`config.mk`:
```
export PLATFORM = sky130hd
export DESIGN_NAME = sscr_ctrl
export DESIGN_NICKNAME = d
export VERILOG_FILES = /design/src/rtl/sscr_pkg.sv /design/src/rtl/sscr_ctrl.sv
export SDC_FILE = /design/constraint.sdc
export NUM_CORES = 1
export LEC_CHECK = 0
export BUFFER_PORTS_ARGS = -buffer_cell sky130_fd_sc_hd__buf_2
export CORE_ASPECT_RATIO = 0.75
export CORE_UTILIZATION = 35
export CTS_BUF_LIST = sky130_fd_sc_hd__clkbuf_8 sky130_fd_sc_hd__clkbuf_16
export DETAILED_ROUTE_END_ITERATION = 10
export GPL_ROUTABILITY_DRIVEN = 0
export SYNTH_ARGS = -nofsm -noshare
export SYNTH_HDL_FRONTEND = slang
export SYNTH_SLANG_ARGS = --single-unit
```
`constraint.sdc`:
```
create_clock -name aclk -period 4.6 [get_ports aclk]
set_input_delay 0.23 -clock aclk [delete_from_list [all_inputs] [get_ports aclk]]
set_output_delay 0.23 -clock aclk [all_outputs]
set_load 0.02 [all_outputs]
```
`src/rtl/sscr_pkg.sv`:
```
// shared types and constants for the stepper s-curve ramp sequencer
`timescale 1ns / 1ps

package sscr_pkg;

    localparam int TABLE_DEPTH_DEF = 256;

    localparam int RAMP_LEN_W   = 9;
    localparam int CRUISE_W     = 16;
    localparam int PERIOD_W     = 16;
    localparam int COMPARE_W    = 15;
    localparam int TIDX_W       = 8;
    localparam int CFG_DATA_W   = 16;
    localparam int CFG_INDEX_W  = 1;

    localparam logic [RAMP_LEN_W-1:0] RAMP_LEN_RESET    = 9'd256;
    localparam logic [CRUISE_W-1:0]   CRUISE_STEPS_RESET = 16'd600;

    // request kinds carried on s_tuser
    localparam logic [1:0] REQ_WRITE = 2'd0;
    localparam logic [1:0] REQ_START = 2'd1;
    localparam logic [1:0] REQ_EVENT = 2'd2;

    // configuration register indexes
    localparam logic [CFG_INDEX_W-1:0] CFG_RAMP_LENGTH  = 1'd0;
    localparam logic [CFG_INDEX_W-1:0] CFG_CRUISE_STEPS = 1'd1;

    typedef enum logic [1:0] {
        PH_ACCEL  = 2'd0,
        PH_CRUISE = 2'd1,
        PH_DECEL  = 2'd2,
        PH_STOP   = 2'd3
    } phase_t;

    // what one request leaves for the result stage
    typedef struct packed {
        logic   load;
        logic   off;
        phase_t phase;
    } step_info_t;

endpackage

```
`src/rtl/sscr_ctrl.sv`:
```
// ramp phase sequencer: config registers, move state and table read address
`timescale 1ns / 1ps

module sscr_ctrl #(
    parameter int TABLE_DEPTH = sscr_pkg::TABLE_DEPTH_DEF
) (
    input  logic                                aclk,
    input  logic                                aresetn,
    input  logic                                cfg_wr,
    input  logic [sscr_pkg::CFG_INDEX_W-1:0]    cfg_index,
    input  logic [sscr_pkg::CFG_DATA_W-1:0]     cfg_data,
    input  logic                                req_accept,
    input  logic [1:0]                          req_type,
    output logic                                rd_en,
    output logic [$clog2(TABLE_DEPTH)-1:0]      rd_addr,
    output sscr_pkg::step_info_t                info
);
    import sscr_pkg::*;

    localparam int AW = $clog2(TABLE_DEPTH);
    localparam int CW = $clog2(TABLE_DEPTH + 1);
    localparam logic [CW-1:0] DEPTH_C = CW'(TABLE_DEPTH);

    logic [RAMP_LEN_W-1:0] ramp_length_reg;
    logic [CRUISE_W-1:0]   cruise_steps_reg;
    phase_t                phase_reg, phase_next;
    logic [CW-1:0]         index_reg, index_next;
    logic [CRUISE_W-1:0]   cruise_reg, cruise_next;
    logic                  parity_reg, parity_next;

    logic [CW-1:0]         used_len;
    logic [CW:0]           index_inc;
    logic [CW-1:0]         rd_idx;
    logic [CW-1:0]         rd_idx_clamped;

    always_comb begin
        if (ramp_length_reg == '0) begin
            used_len = CW'(1);
        end else if (32'(ramp_length_reg) > 32'(TABLE_DEPTH)) begin
            used_len = DEPTH_C;
        end else begin
            used_len = CW'(ramp_length_reg);
        end
    end

    assign index_inc = {1'b0, index_reg} + (CW+1)'(1);

    always_comb begin
        phase_next  = phase_reg;
        index_next  = index_reg;
        cruise_next = cruise_reg;
        parity_next = parity_reg;
        rd_en       = 1'b0;
        rd_idx      = index_reg;
        info.load   = 1'b0;
        info.off    = 1'b0;
        if (req_accept) begin
            if (req_type == REQ_START) begin
                phase_next  = PH_ACCEL;
                index_next  = '0;
                parity_next = 1'b0;
                cruise_next = cruise_steps_reg;
            end else if (req_type == REQ_EVENT) begin
                parity_next = ~parity_reg;
                // only every second compare event is acted on
                if (parity_reg) begin
                    unique case (phase_reg)
                        PH_ACCEL: begin
                            rd_en      = 1'b1;
                            rd_idx     = index_reg;
                            info.load  = 1'b1;
                            index_next = index_inc[CW-1:0];
                            if (index_inc >= {1'b0, used_len}) begin
                                phase_next = PH_CRUISE;
                            end
                        end
                        PH_CRUISE: begin
                            if (cruise_reg <= CRUISE_W'(1)) begin
                                cruise_next = '0;
                                phase_next  = PH_DECEL;
                            end else begin
                                cruise_next = cruise_reg - CRUISE_W'(1);
                            end
                        end
                        PH_DECEL: begin
                            rd_en     = 1'b1;
                            info.load = 1'b1;
                            if (index_reg != '0) begin
                                index_next = index_reg - CW'(1);
                                rd_idx     = index_reg - CW'(1);
                            end else begin
                                rd_idx     = '0;
                            end
                            if (index_reg <= CW'(1)) begin
                                phase_next = PH_STOP;
                            end
                        end
                        PH_STOP: begin
                            info.off   = 1'b1;
                            phase_next = PH_ACCEL;
                        end
                        default: begin
                            phase_next = PH_ACCEL;
                        end
                    endcase
                end
            end
        end
        info.phase = phase_next;
    end

    assign rd_idx_clamped = (rd_idx >= DEPTH_C) ? DEPTH_C - CW'(1) : rd_idx;
    assign rd_addr        = rd_idx_clamped[AW-1:0];

    always_ff @(posedge aclk) begin
        if (!aresetn) begin
            ramp_length_reg  <= RAMP_LEN_RESET;
            cruise_steps_reg <= CRUISE_STEPS_RESET;
            phase_reg        <= PH_ACCEL;
            index_reg        <= '0;
            cruise_reg       <= CRUISE_STEPS_RESET;
            parity_reg       <= 1'b0;
        end else begin
            if (cfg_wr) begin
                unique case (cfg_index)
                    CFG_RAMP_LENGTH:  ramp_length_reg  <= cfg_data[RAMP_LEN_W-1:0];
                    CFG_CRUISE_STEPS: cruise_steps_reg <= cfg_data[CRUISE_W-1:0];
                    default: ;
                endcase
            end
            phase_reg  <= phase_next;
            index_reg  <= index_next;
            cruise_reg <= cruise_next;
            parity_reg <= parity_next;
        end
    end

endmodule

```
==> results.cfg <==
[synthesis]
synth_area_leaders = dfxtp_1, nand2_1, a21oi_1
synth_cell_types = 63
ys_seq_area_share_pct = 31.11
ys_seq_elements = 53
synth-async-reset-ratio_pct = 0
synth.cell_area_um2 = 3411
yosys.area.top_type = dfxtp_1
synth.most_common_cell = nand2_1
yosysWarnings = 0
synth_nets = 502
ys.flop_type = dfxtp_1
synth.top_cell.area_share_pct = 31.11
synth_cells = 462
yosys-top-cells-count = nand2_1, dfxtp_1, a21oi_1
synth_enable_flop_cells = 0
postSynthAreaPerCell_um2 = 7.383

[clock_tree]
clock_path_buffers = 2
numCtsBuffers = 5
ctsResizeCount = 0
cts-root-buf = clkbuf_16
cts_tree = yes
clock_latency_ns = 0.30
cts_hold_buf = 0
htree_levels = 2
post-cts-setup-buffers = 0
clkTransAtPathRegs_ns = 0.07
clkSinkCount = 53

[timing]
fmax_mhz = 304.8
tns_ns = 0
tightest_slew_ns = 1.047
max_slew_margin_pct = 30.14
fin_crit_ns = 3.281
grt_setup_unrepaired = no
finalSetupViolations = 0
whs_ns = 0.1399
fin_crit_sh_pct = 71.32
skew_ns = 0.006548
slew_viol_final = 0
finalHoldViolCount = 0

[setup_path]
cp-start-kind = flip-flop
worstPathRequired_ns = 4.37
worstPathArrival_ns = 3.05
reg2reg_slack_ns = 1.88
endpoint_kind = output port
r2r_cells = 10
worst-setup-path-type = reg -> out
cp_max_fo = 13

[floorplan]
fp.dieW_um = 116.0
start_util_pct = 36.94
dieHeight_um = 87.49
io_pins = 36
fp.dieArea_um2 = 10150
num_rows = 30
core_area_um2 = 9234

[worst_hold_path]
hold_depth = 3
hp-class = in -> reg

[global_routing]
overflow = 0
track_usage_pct = 19.07
grt_pass1_wl_um = 15030
antenna_found_initial = 0
first_global_vias = 2963
grt_max_degree = 35

[outcome]
status = completed

[pwr]
vdd_drop_max_mv = 0.1308
p_leak_nw = 1.453
p_per_area_nw_per_um2 = 261.8

[routing]
detail-route-antenna-nets = 0
vias = 3301
drcViolationCount = 0
wl_met3_um = 547
drtIter0Drc = 202
drt_pre_antenna_iters = 5
top_layer_used = met4
met1_length_um = 4977
wl_met2_um = 3683
viasPerCell = 5.474
totalWireLength_um = 9292
avgRoutedWirePerCell_um = 15.41

[flow_run]
drv_cap = 0

[finish]
nNetsFinal = 514
area_delta_synth_final_pct = 10.75
fillers = 1011
drive_above_1_share_pct = 13.47
antenna_cells = 0

[placement]
dpl.hpwl_um = 6728
io_buffers = 35
[kinds of logic (layout without fill, tap and decap cells)]
family / Yosys count / after routing / share of synthesized area [%]
AND/OR/NAND/NOR: 203 / 203 / 28.83
AO/OA/AOI/OAI: 127 / 127 / 23.84
flip-flops: 53 / 53 / 31.11
buffers and inverters: 45 / 58 / 5.172
adder cells (fa/ha/maj): 17 / 17 / 6.236
XOR/XNOR: 9 / 9 / 2.311
multiplexers: 8 / 8 / 2.494
[metrics by stage]
step           instance area (um2)  setup WS (ns)  power [mW]  std cells  util, %
5_1_grt                       3777          1.099       1.027        603    40.91
2_1_floorplan                 3411          2.049      0.5747        462        -
3_3_place_gp                  3633          1.646      0.6093        595    39.35
4_1_cts                       3777          1.333      0.9924        603    40.91
6_report                      3777          1.319      0.9887        603    40.91
3_5_place_dp                  3633          1.655      0.6120        595    39.35
[per-layer routing]
layer  track usage (%)  up-vias
met5                 0        -
met2             26.79       85
met4             4.662        0
met1             29.46     1535
li1                  -     1673
met3             3.201        8
[final timing paths]
check | start | endpoint
min | cfg_data[9] | cruise_steps_reg[9]$_SDFFE_PN1P_
min reg2reg | cruise_steps_reg[8]$_SDFFE_PN0P_ | cruise_steps_reg[8]$_SDFFE_PN0P_
max | index_reg[0]$_SDFFE_PN0P_ | info[0]
max reg2reg | index_reg[0]$_SDFFE_PN0P_ | phase_reg[0]$_SDFF_PN0_
[cell type report]
type	instances	area, um2	area share, %
clock inverter	3	18.77	0.4969
multi-input combinational	364	2173	57.54
inverter	13	48.80	1.292
tap	128	160.2	4.240
sequential	53	1061	28.09
timing repair buffer	37	190.2	5.035
clock buffer	5	125.1	3.312
[power by group]
group | total [mW] | leakage, nW | internal (mW) | switching [mW]
clock network | 0.386 | 0.0672 | 0.201 | 0.186
registers | 0.491 | 0.432 | 0.475 | 0.0158
logic | 0.112 | 0.955 | 0.0400 | 0.0716
total | 0.989 | 1.45 | 0.716 | 0.273
[worst max-delay path, cell delays in order (launching register included)]
cell and delay (ns):
dfxtp_1 0.61, ha_1 0.26, nand3_1 0.16, nor3_1 0.33, xor2_1 0.11, ha_1 0.19
nor3_1 0.18, o21ai_0 0.11, a31oi_1 0.15, a2bb2oi_1 0.35, o21ai_1 0.13, buf_2 0.17
[cell usage in the layout, fill, tap and decap left out, types with 10 or more instances in the layout]
cell     instances
o21ai_0         17
inv_1           13
buf_2           35
ha_1            17
nand2_1         96
nor4_1          10
a21oi_1         51
dfxtp_1         53
nor3_1          11
nor2_1          27
nand3_1         13
No activity file was read; power rests on OpenSTA's default activity.
