### src/rtl/sscr_pkg.sv
// shared types and constants for the stepper s-curve ramp sequencer
`timescale 1ns / 1ps

package sscr_pkg;

    localparam int TABLE_DEPTH_DEF = 256;

    localparam int RAMP_LEN_W   = 9;
    localparam int CRUISE_W     = 16;
    localparam int PERIOD_W     = 16;
    localparam int COMPARE_W    = 15;
    localparam int TIDX_W       = 8;
    localparam int CFG_DATA_W   = 16;
    localparam int CFG_INDEX_W  = 1;

    localparam logic [RAMP_LEN_W-1:0] RAMP_LEN_RESET    = 9'd256;
    localparam logic [CRUISE_W-1:0]   CRUISE_STEPS_RESET = 16'd600;

    // request kinds carried on s_tuser
    localparam logic [1:0] REQ_WRITE = 2'd0;
    localparam logic [1:0] REQ_START = 2'd1;
    localparam logic [1:0] REQ_EVENT = 2'd2;

    // configuration register indexes
    localparam logic [CFG_INDEX_W-1:0] CFG_RAMP_LENGTH  = 1'd0;
    localparam logic [CFG_INDEX_W-1:0] CFG_CRUISE_STEPS = 1'd1;

    typedef enum logic [1:0] {
        PH_ACCEL  = 2'd0,
        PH_CRUISE = 2'd1,
        PH_DECEL  = 2'd2,
        PH_STOP   = 2'd3
    } phase_t;

    // what one request leaves for the result stage
    typedef struct packed {
        logic   load;
        logic   off;
        phase_t phase;
    } step_info_t;

endpackage

### src/rtl/sscr_table.sv
// period table memory: one write port, one registered read port
`timescale 1ns / 1ps

module sscr_table #(
    parameter int TABLE_DEPTH = sscr_pkg::TABLE_DEPTH_DEF
) (
    input  logic                                aclk,
    input  logic                                wr_en,
    input  logic [$clog2(TABLE_DEPTH)-1:0]      wr_addr,
    input  logic [sscr_pkg::PERIOD_W-1:0]       wr_data,
    input  logic                                rd_en,
    input  logic [$clog2(TABLE_DEPTH)-1:0]      rd_addr,
    output logic [sscr_pkg::PERIOD_W-1:0]       rd_data
);
    import sscr_pkg::*;

    logic [PERIOD_W-1:0] mem [TABLE_DEPTH];
    logic [PERIOD_W-1:0] rd_data_reg;

    always_ff @(posedge aclk) begin
        if (wr_en) begin
            mem[wr_addr] <= wr_data;
        end
        if (rd_en) begin
            rd_data_reg <= mem[rd_addr];
        end
    end

    assign rd_data = rd_data_reg;

endmodule

### config.mk
export PLATFORM = sky130hd
export DESIGN_NAME = sscr_table
export DESIGN_NICKNAME = d
export VERILOG_FILES = /design/src/rtl/sscr_pkg.sv /design/src/rtl/sscr_table.sv
export SDC_FILE = /design/constraint.sdc
export NUM_CORES = 2
export LEC_CHECK = 0
export BUFFER_PORTS_ARGS = -buffer_cell sky130_fd_sc_hd__buf_2
export CORE_UTILIZATION = 55
export CTS_CLUSTER_DIAMETER = 100
export CTS_CLUSTER_SIZE = 8
export DETAILED_ROUTE_END_ITERATION = 12
export HOLD_SLACK_MARGIN = 0.08
export PLACE_DENSITY = 0.73
export SYNTH_ARGS = -nofsm -noshare
export SYNTH_HDL_FRONTEND = slang
export SYNTH_SLANG_ARGS = --single-unit
### constraint.sdc
create_clock -name aclk -period 2.6 [get_ports aclk]
set_input_delay 0.26 -clock aclk [delete_from_list [all_inputs] [get_ports aclk]]
set_output_delay 0.26 -clock aclk [all_outputs]
set_load 0.01 [all_outputs]
==> summary.txt <==
Setup path
  • Data arrival, critical path: 3.48 ns
  • Worst setup path start: rd_addr[0]
  • Delay of the slowest critical-path stage: 0.55 ns
  • CP Capture Point: rd_data[14]$_DFFE_PP_
  • R2R cell count: 6
  • Reg2Reg Setup Slack: -0.07 ns
  • Critical path cell sequence: buf_12 -> buf_12 -> buf_12 -> buf_12 -> buf_12 -> buf_12 -> buf_12 -> mux4_2 -> o22ai_1 -> a22oi_1 -> nand3_1 -> nor4_2
  • CP max-delay cell: mux4_2
  • Type of origin of the critical path: input port
  • Worst EP required: 3.35 ns
  • RR Startpoint: mem[54][14]$_DFFE_PP_
  • Worst-path fanout max: 20
  • Critical path depth in cells: 12
  • Crit path buf inv count: 7
  • FF-to-FF End: rd_data[14]$_DFFE_PP_
  • Critical path type: in2reg
  • Largest delay share family, worst path: buffers and inverters
  • CP dominant cell by count: buf_12
  • Worst Setup End Kind: register

Die
  • Core area: 286000 µm²
  • Initial Util: 55.5%
  • Die Span Y: 539 µm
  • FP Rows: 196
  • Die span in x: 539 µm
  • Die area: 291000 µm²
  • Ports: 51

Detailed routing
  • Drt total wl: 434 mm
  • Via/cell ratio: 6.81
  • First-pass DRT Iterations: 6
  • Routed Antenna Nets: 0
  • DR vias: 84.2k
  • Avg WL per Cell: 35.1 µm
  • 1st-iter DRT viols: 12.2k
  • # DRC: 0

Synth
  • Synth Register Bits: 4112
  • Post-Syn Instances: 7360
  • Post-synth ARST share: 0%
  • Post-synth EDFFs: 4112
  • Synth Flop Type: edfxtp_1
  • Mapped Area: 159000 µm²
  • Yosys Warn Count: 0
  • Synth cell types: 51
  • Syn Nets: 7395
  • Syn Area/Cell: 21.6 µm²
  • Post-synthesis sequential area ratio: 77.7%

Timing
  • Slew Limit Fails: 0
  • Rel. slew slack: 25.2%
  • Worst-Margin Slew: 1.11 ns
  • Fin crit share: 105%
  • RSZ-0062 raised after global routing: true
  • Clk_skew: 0.0593 ns
  • Hold Vio Cnt, Final: 0
  • Peak Freq: 367 MHz
  • Setup violations, final: 4
  • PnR worst setup slack: -0.123 ns
  • Period minus WS final: 2.72 ns

Flow run
  • Maxcap violations: 0

Final layout
  • Layout area overhead: 18.2%
  • Reg area: 123000 µm²
  • Largest register FFs: 4096
  • Layout cell share with drive strength beyond 1: 30.7%
  • Filler instances: 17.3k
  • # nets final: 8559
  • Multi-input logic area: 33300 µm²

Power and ir drop
  • Lkg Pwr: 61.4 nW
  • P per Cell Area: 795 nW/µm²
  • Total power: 149 mW
  • Peak VDD IR: 749 µV

CTS
  • Setup bufs post-CTS: 0
  • Clk slew on worst S/H paths: 0.05 ns
  • Htree depth: 6
  • Clk_lat worst skew: 1.05 ns
  • CTS root buf: clkbuf_16
  • CTS tree: done
  • Clock buffer count from CTS: 584
  • CTS Sinks: 4112
  • Max Root-Sink Buffers: 4

Global route
  • Largest net degree at the start of global routing: 132
  • Global-route wire length before repair: 615 mm
  • Total gr overflow: 0
  • Vias in the first global route: 85.3k
  • Antenna violations before repair: 26
  • GRT Total Usage: 29.7%

Placement
  • Post-DP HPWL: 257 mm
  • Place WS: -1.46 ns
  • IO Port Bufs: 50
  • GPL Wtd Cong: 0.977

Hold path
  • Min-delay worst type: in2reg

Status
  • Outcome: complete, but fails checks
  • Failing checks: setup timing
==> per-stage QoR <==
stage / hold slack, ns / utilization [%] / std cells / instance area, µm² / setup TNS, ns
detailed placement: 0.600 / 59.7 / 11678 / 171000 / -14.57
finish: 0.215 / 65.6 / 12357 / 188000 / -0.270
global placement: 0.595 / 59.7 / 11678 / 171000 / -14.05
CTS: 0.122 / 65.5 / 12350 / 187000 / -0.0899
floorplan: 0.359 / - / 7360 / 159000 / 0
global route: 0.158 / 65.6 / 12352 / 188000 / -0.191
==> power by group <==
part	internal, mW	switching, mW
sequential	73.3	0.103
combinational	2.98	4.83
clock	40.3	27.7
==> layer usage <==
| layer | vias to the layer above | global-route usage (%) | wire length (µm) |
|---|---|---|---|
| met5 | - | 0 | 48 |
| met4 | 8 | 14.4 | 23200 |
| met3 | 1068 | 7.40 | 52500 |
| met2 | 5976 | 46.7 | 206000 |
| met1 | 43729 | 39.2 | 152000 |
| li1 | 33377 | - | - |
==> worst register-to-register path, cell delays in order (launching register included) <==
cell and delay [ns]:
edfxtp_1 0.38, mux4_2 0.53, mux4_2 0.54, a22o_4 0.33, o32ai_4 0.41, buf_6 0.17
nor4_2 0.04
==> Yosys cell counts, types with 3 or more instances <==
| cell type | count | share of area, % |
|---|---|---|
| buf_6 | 77 | 0.55 |
| and3_1 | 11 | 0.043 |
| o22ai_1 | 148 | 0.58 |
| a221oi_1 | 28 | 0.15 |
| nand3_1 | 35 | 0.11 |
| o32ai_1 | 20 | 0.11 |
| nand4b_1 | 3 | 0.017 |
| o221ai_1 | 252 | 1.4 |
| mux2_2 | 88 | 0.62 |
| nor2b_1 | 9 | 0.035 |
| inv_1 | 3 | 0.0071 |
| or2_2 | 4 | 0.016 |
| a2111oi_0 | 6 | 0.033 |
| a22o_1 | 32 | 0.18 |
| nand4_1 | 26 | 0.10 |
| nand2b_1 | 3 | 0.012 |
| nor4_1 | 17 | 0.067 |
| a31oi_1 | 6 | 0.024 |
| edfxtp_1 | 4112 | 78 |
| mux4_2 | 797 | 11 |
| o31ai_1 | 16 | 0.076 |
| buf_12 | 5 | 0.063 |
| buf_2 | 76 | 0.24 |
| nor2_1 | 304 | 0.72 |
| buf_8 | 11 | 0.10 |
| o21ai_0 | 37 | 0.12 |
| mux2i_1 | 565 | 3.6 |
| buf_4 | 26 | 0.12 |
| nand2_1 | 38 | 0.090 |
| a211oi_1 | 18 | 0.085 |
| a22oi_1 | 43 | 0.20 |
| clkbuf_1 | 230 | 0.54 |
| nor3_1 | 92 | 0.29 |
| buf_1 | 27 | 0.064 |
| a21oi_1 | 175 | 0.55 |
==> area by class of cell <==
cell class / instances / share of cell area (%)
Multi-Input combinational cell: 2792 / 17.7
Clock inverter: 61 / 0.828
Tap cell: 3762 / 2.51
Clock buffer: 587 / 7.80
Antenna cell: 9 / 0.0120
Timing Repair Buffer: 1030 / 5.34
Inverter: 4 / 0.0147
Sequential cell: 4112 / 65.8
==> worst min-delay path by stage <==
| stage | from | endpoint | slack, ns | depth (start not counted) |
|---|---|---|---|---|
| 3_3_place_gp | wr_data[9] | mem[52][9]$_DFFE_PP_ | 0.60 | 1 |
| 2_1_floorplan | wr_data[0] | mem[0][0]$_DFFE_PP_ | 0.36 | 0 |
| 6_report | wr_data[6] | mem[190][6]$_DFFE_PP_ | 0.21 | 2 |
| 4_1_cts | rd_addr[7] | rd_data[12]$_DFFE_PP_ | 0.12 | 4 |
| 3_5_place_dp | wr_data[9] | mem[52][9]$_DFFE_PP_ | 0.60 | 1 |
| 5_1_grt | rd_addr[7] | rd_data[12]$_DFFE_PP_ | 0.16 | 4 |
==> cell usage in the layout (no fill, tap or decap), types with 9 or more instances in the layout <==
cell           netlist  layout
a22o_4               0      10
a22o_1              32      19
buf_4               26     778
o32ai_1             20      11
o221ai_1           252     252
a221oi_1            28      15
o21ai_0             37      37
nor2_2               0      16
o22ai_1            148     148
buf_12               5     170
nand3_1             35      22
dlygate4sd3_1        0      24
buf_8               11      17
edfxtp_1          4112    4112
diode_2              0       9
nor4_1              17      14
nor3_1              92      90
nand4_1             26      26
a211oi_1            18      18
mux4_2             797     797
a221oi_2             0      10
nor2_1             304     288
clkinv_16            0      40
mux2_2              88      83
o31ai_1             16      12
a22oi_1             43      37
mux2i_1            565     565
buf_6               77      10
inv_16               0      11
nor2b_1              9       9
clkbuf_16            0     585
a21oi_1            175     174
nand3_2              0      13
and3_1              11      11
buf_2               76      30
nand2_1             38      37
==> cell families (layout without fill, tap and decap cells) <==
family | Yosys count | in the layout | share of synthesized area (%)
flops | 4112 | 4112 | 77.7
mux | 1450 | 1450 | 15.5
compound gates | 786 | 786 | 3.53
simple gates | 556 | 556 | 1.57
buf+inv | 456 | 1682 | 1.69
other cells | 0 | 9 | 0
==> what timing repair did <==
action / in CTS / in global routing
cloned: 0 / 0
setup endpoints to repair: 12 / 15
endpoints found under the hold margin: 3826 / 0
gates resized for setup: 33 / 56
pin swaps: 7 / 13
hold buffers: 24 / 0
Note: power is estimated with default switching activity, not from simulation.
